$ cat src/design/pfsa_pkg.sv
// ---------------------------------------------------------------------------
// Page frame stack allocator package
// Sizes, operation and status codes, controller states and the result beat
// type shared by the allocator, its output register and its checker.
// ---------------------------------------------------------------------------
package pfsa_pkg;

	localparam int DEPTH      = 131072;
	localparam int IDX_W      = $clog2(DEPTH);
	localparam int CNT_W      = $clog2(DEPTH + 1);
	localparam int PAGE_SHIFT = 12;
	localparam int PN_W       = 17;
	localparam int ADDR_W     = 32;
	localparam int LEN_W      = 32;
	localparam int PA_W       = PN_W + PAGE_SHIFT;
	localparam int FREE_W     = 18;
	localparam int FUNC_W     = 2;
	localparam int STAT_W     = 2;

	localparam logic [ADDR_W-1:0] LOW_LIMIT  = 32'h0010_0000;
	localparam logic [ADDR_W-1:0] HIGH_LIMIT = 32'h2000_0000;

	typedef enum logic [FUNC_W-1:0] {
		FUNC_FREE    = 2'd0,
		FUNC_ALLOC   = 2'd1,
		FUNC_RESERVE = 2'd2,
		FUNC_CLEAR   = 2'd3
	} func_t;

	typedef enum logic [STAT_W-1:0] {
		STAT_OK       = 2'd0,
		STAT_EMPTY    = 2'd1,
		STAT_BAD_ADDR = 2'd2,
		STAT_FULL     = 2'd3
	} status_t;

	typedef enum logic [2:0] {
		ST_IDLE,
		ST_RSV_ISSUE,
		ST_RSV_CHK,
		ST_RSV_MOVE,
		ST_RSV_RECHK,
		ST_FIN
	} state_t;

	typedef struct packed {
		logic [PA_W-1:0]   page_address;
		logic [STAT_W-1:0] status;
		logic [FREE_W-1:0] free_pages;
	} rsp_t;

endpackage

$ cat src/design/pfsa_rsp_if.sv
// ---------------------------------------------------------------------------
// Allocator response channel
// Valid/ready channel carrying one result per beat.
// ---------------------------------------------------------------------------
interface pfsa_rsp_if;
	logic                          valid;
	logic                          ready;
	logic [pfsa_pkg::PA_W-1:0]     page_address;
	logic [pfsa_pkg::STAT_W-1:0]   status;
	logic [pfsa_pkg::FREE_W-1:0]   free_pages;

	modport source (output valid, output page_address, output status, output free_pages,
		input ready);
	modport sink   (input valid, input page_address, input status, input free_pages,
		output ready);
endinterface

$ cat src/design/pfsa_out_reg.sv
// ---------------------------------------------------------------------------
// Allocator output register
// Holds one finished result beat until the receiver takes it.
// ---------------------------------------------------------------------------
module pfsa_out_reg (
	input  logic               clk,
	input  logic               arst_n,
	input  logic               load,
	input  pfsa_pkg::rsp_t     data,
	output logic               free,
	pfsa_rsp_if.source         rsp
);
	import pfsa_pkg::*;

	logic valid_q;
	rsp_t data_q;

	assign free = !valid_q || rsp.ready;

	always_ff @(posedge clk or negedge arst_n) begin
		if (!arst_n) begin
			valid_q <= 1'b0;
		end else if (load) begin
			valid_q <= 1'b1;
		end else if (rsp.ready) begin
			valid_q <= 1'b0;
		end
	end

	always_ff @(posedge clk) begin
		if (load) begin
			data_q <= data;
		end
	end

	assign rsp.valid        = valid_q;
	assign rsp.page_address = data_q.page_address;
	assign rsp.status       = data_q.status;
	assign rsp.free_pages   = data_q.free_pages;

endmodule

$ cat src/flat_wrapper.sv
// flat-port wrapper written by rule: the top's interface ports become plain ports
module pfsa_out_reg_flat import pfsa_pkg::*;
  (clk, arst_n, load, data, free, rsp_valid, rsp_page_address, rsp_status, rsp_free_pages, rsp_ready);
  pfsa_rsp_if rsp_i ();
  input  logic clk;
  input  logic arst_n;
  input  logic load;
  input  pfsa_pkg::rsp_t data;
  output logic free;
  output wire logic [$bits(rsp_i.valid)-1:0] rsp_valid;
  output wire logic [$bits(rsp_i.page_address)-1:0] rsp_page_address;
  output wire logic [$bits(rsp_i.status)-1:0] rsp_status;
  output wire logic [$bits(rsp_i.free_pages)-1:0] rsp_free_pages;
  input wire logic [$bits(rsp_i.ready)-1:0] rsp_ready;
  assign rsp_valid = rsp_i.valid;
  assign rsp_page_address = rsp_i.page_address;
  assign rsp_status = rsp_i.status;
  assign rsp_free_pages = rsp_i.free_pages;
  assign rsp_i.ready = rsp_ready;
  pfsa_out_reg u_core (.clk(clk), .arst_n(arst_n), .load(load), .data(data), .free(free), .rsp(rsp_i));
endmodule
$ cat config.mk
export PLATFORM = sky130hd
export DESIGN_NAME = pfsa_out_reg_flat
export DESIGN_NICKNAME = d
export VERILOG_FILES = /design/src/design/pfsa_pkg.sv /design/src/design/pfsa_rsp_if.sv /design/src/design/pfsa_out_reg.sv /design/src/flat_wrapper.sv
export SDC_FILE = /design/constraint.sdc
export NUM_CORES = 1
export LEC_CHECK = 0
export ABC_AREA = 1
export BUFFER_PORTS_ARGS = -buffer_cell sky130_fd_sc_hd__buf_2
export CORE_ASPECT_RATIO = 0.5
export CORE_UTILIZATION = 36
export CTS_CLUSTER_SIZE = 24
export DETAILED_ROUTE_END_ITERATION = 10
export GPL_TIMING_DRIVEN = 0
export PLACE_DENSITY = 0.78
export SLEW_MARGIN = 20
export SYNTH_ARGS = -nofsm -noshare
export SYNTH_HDL_FRONTEND = slang
export SYNTH_SLANG_ARGS = --single-unit
$ cat constraint.sdc
create_clock -name clk -period 0.8 [get_ports clk]
set_input_delay 0.08 -clock clk [delete_from_list [all_inputs] [get_ports clk]]
set_output_delay 0.08 -clock clk [all_outputs]
set_load 0.01 [all_outputs]
==> impl_metrics.toml <==
[cells_and_area]
final_cell_mix = "100 x buf_2, 50 x dlygate4sd3_1, 49 x edfxtp_1"
final_common_cell = "buf_2"
n_fill_cell = 269
nets = 268
seq_area_um2 = 1496
finalInstanceArea_um2 = 2704
syn_to_final_growth_pct = 78.30
utilization_pct = 68.21
drive_gt1_share_pct = 51.85
fin_cells = 270
diodes = 0
multiInputGateArea_um2 = 12.51

[run_status]
violations = "setup timing"
run_status = "finished with violations"

[synthesis]
syn-cell-area_um2 = 1516
syn_nets = 107
yosysSeqAreaShare_pct = 98.68
synth_cells = 54
synth.distinct_cells = 4
yosysWarnings = 0
synth.avg_cell_area_um2 = 28.08
synth_seq_cells = 50

[power_and_ir_drop]
power_frac_seq_pct = 60.6
vdd_drop_max_mv = 1.486
power_uw = 5228
leakage_uw = 0.001173
p_sw_uw = 1128
p_clk_share_pct = 25.6
intPower_uw = 4100
p_sw_share_pct = 21.58
pwr-share-comb_pct = 13.9
powerDensity_nw_per_um2 = 1933

[die]
die_x_um = 93.79
rows = 16
core_area_um2 = 3964
num_io_pins = 104
die_h_um = 47.90
fp.dieArea_um2 = 4492
start_util_pct = 38.26

[run]
drv_cap = 0

[drt]
drt_first_pass_iters = 4
wl_mm = 4.388
via_count = 1147
wl_per_cell_um = 16.25
ant_nets = 0
drc = 0
initialDrtViolationCount = 25
routed_via_density = 4.248

[timing]
slew_headroom_pct = 58.76
rsz0062_at_grt = "yes"
fin_ws_ps = -206.5
period_share_pct = 125.8
worst_pin_slew_ps = 618.6
clock.fmax_mhz = 993.6
finClkSkew_ps = 0
period_minus_slack_ps = 1006
slew_violations = 0
hold_viol_final = 0
setup_viol = 51

[setup_path]
cp.arrival_ps = 930
path_max_fanout = 2
r2r-start = "u_core.rsp.valid$_DFFE_PN0P_"
cp-start-kind = "flip-flop"
worstPathRequired_ps = 720
reg2reg_depth = 3
r2r_end = "u_core.rsp.valid$_DFFE_PN0P_"
slowest_delay_ps = 430
critPathCaptureType = "primary output"
critical_path.cell_chain = "nand2_2 -> buf_6"
cp_slowest_cell = "dfrtp_1"
rrSetupSlack_ps = 20
path_class = "reg -> out"

[clock_tree]
clkTransAtPathRegs_ps = 80
htree_levels = 2
cts_tree = "built"
clk_latency_ps = 290
clockBufferDepth = 2
cts.sinks = 50
numCtsBuffers = 5
cts_root_buf = "clkbuf_8"

[min_path]
hp-class = "in -> async"

[place]
place_area_um2 = 2100
port_buffers = 103
place_congestion = 0.6709
dp_cells = 211

[global_routing]
grt_overflow = 0
grt_antenna_before_repair = 0
grt_first_pass_wirelength_mm = 5.892
grt_max_degree = 51
grt_usage_pct = 19.19
grt_pass1_vias = 1110
[worst max-delay path: cells and delay by family, from the launching register on]
family / cells / cell delay (ps)
buffers and inverters: 1 / 100
flip-flops: 1 / 430
AND/OR/NAND/NOR: 1 / 100
[synth_stat cells]
master / number / share of area (%)
inv_1: 2 / 0.50
edfxtp_1: 49 / 97
dfrtp_1: 1 / 1.6
nand2_2: 2 / 0.82
[routing by layer]
metal	global-route usage (%)	up-vias	share of wire, %
met1	23.68	567	40
met2	32.12	40	54
met5	0	-	0
li1	-	530	-
met3	5.238	10	3.5
met4	11.38	0	2.6
[cell type report]
| type | count | share of cell area [%] |
|---|---|---|
| multi-input cells | 2 | 0.4627 |
| well taps | 54 | 2.499 |
| repair buffers | 154 | 38.41 |
| inverters | 2 | 0.2776 |
| flip-flops and latches | 50 | 55.34 |
| clock inverters | 2 | 0.3239 |
| clock buffers | 6 | 2.684 |
[timing repair]
| item | 4_1_cts | 5_1_grt |
|---|---|---|
| pin swaps | 1 | 0 |
| resized for setup | 2 | 1 |
| endpoints found under the hold margin | 50 | 0 |
| hold buffers | 50 | 0 |
| setup buffers | 1 | 0 |
| endpoints found under the setup margin | 101 | 51 |
[cells by family after synthesis]
| logic type | count (synthesis) | share of synthesized area (%) |
|---|---|---|
| buf+inv | 2 | 0.4952 |
| flops | 50 | 98.68 |
| simple gates | 2 | 0.8250 |
[flip-flops by register name (all words and copies together) (netlist names)]
register and flops:
u_core.rsp.page_address 29, u_core.rsp.free_pages 18, u_core.rsp.status 2, u_core.rsp.valid 1
[how the worst max path moves through the flow]
stage	start	endpoint	slack, ps	depth (start not counted)
3_3_place_gp	load	u_core.rsp.status[0]$_DFFE_PP_	-430	1
3_5_place_dp	load	u_core.rsp.status[0]$_DFFE_PP_	-490	1
4_1_cts	u_core.rsp.valid$_DFFE_PN0P_	free	-150	2
2_1_floorplan	u_core.rsp.valid$_DFFE_PN0P_	u_core.rsp.valid$_DFFE_PN0P_	130	2
5_1_grt	u_core.rsp.valid$_DFFE_PN0P_	free	-230	2
6_report	u_core.rsp.valid$_DFFE_PN0P_	free	-210	2
[power by group through the flow]
stage | combinational [uW] | sequential, uW | clock [uW]
floorplan | 9.81 | 3330 | 0
global placement | 483 | 3200 | 0
finish | 725 | 3170 | 1340
global route | 768 | 3180 | 1490
detailed placement | 496 | 3210 | 0
CTS | 700 | 3150 | 1370
[per-stage QoR]
stage                     worst slack (ps)  hold slack, ps  setup TNS [ps]
after floorplan                      127.3          -215.6               0
after detailed placement            -487.0          -144.3          -24180
after CTS                           -153.2           81.99           -4677
after global placement              -431.1          -144.9          -21360
final                               -206.5           102.3           -4706
after global routing                -232.4           107.7           -6817
Power figures use the tool's default switching activity.
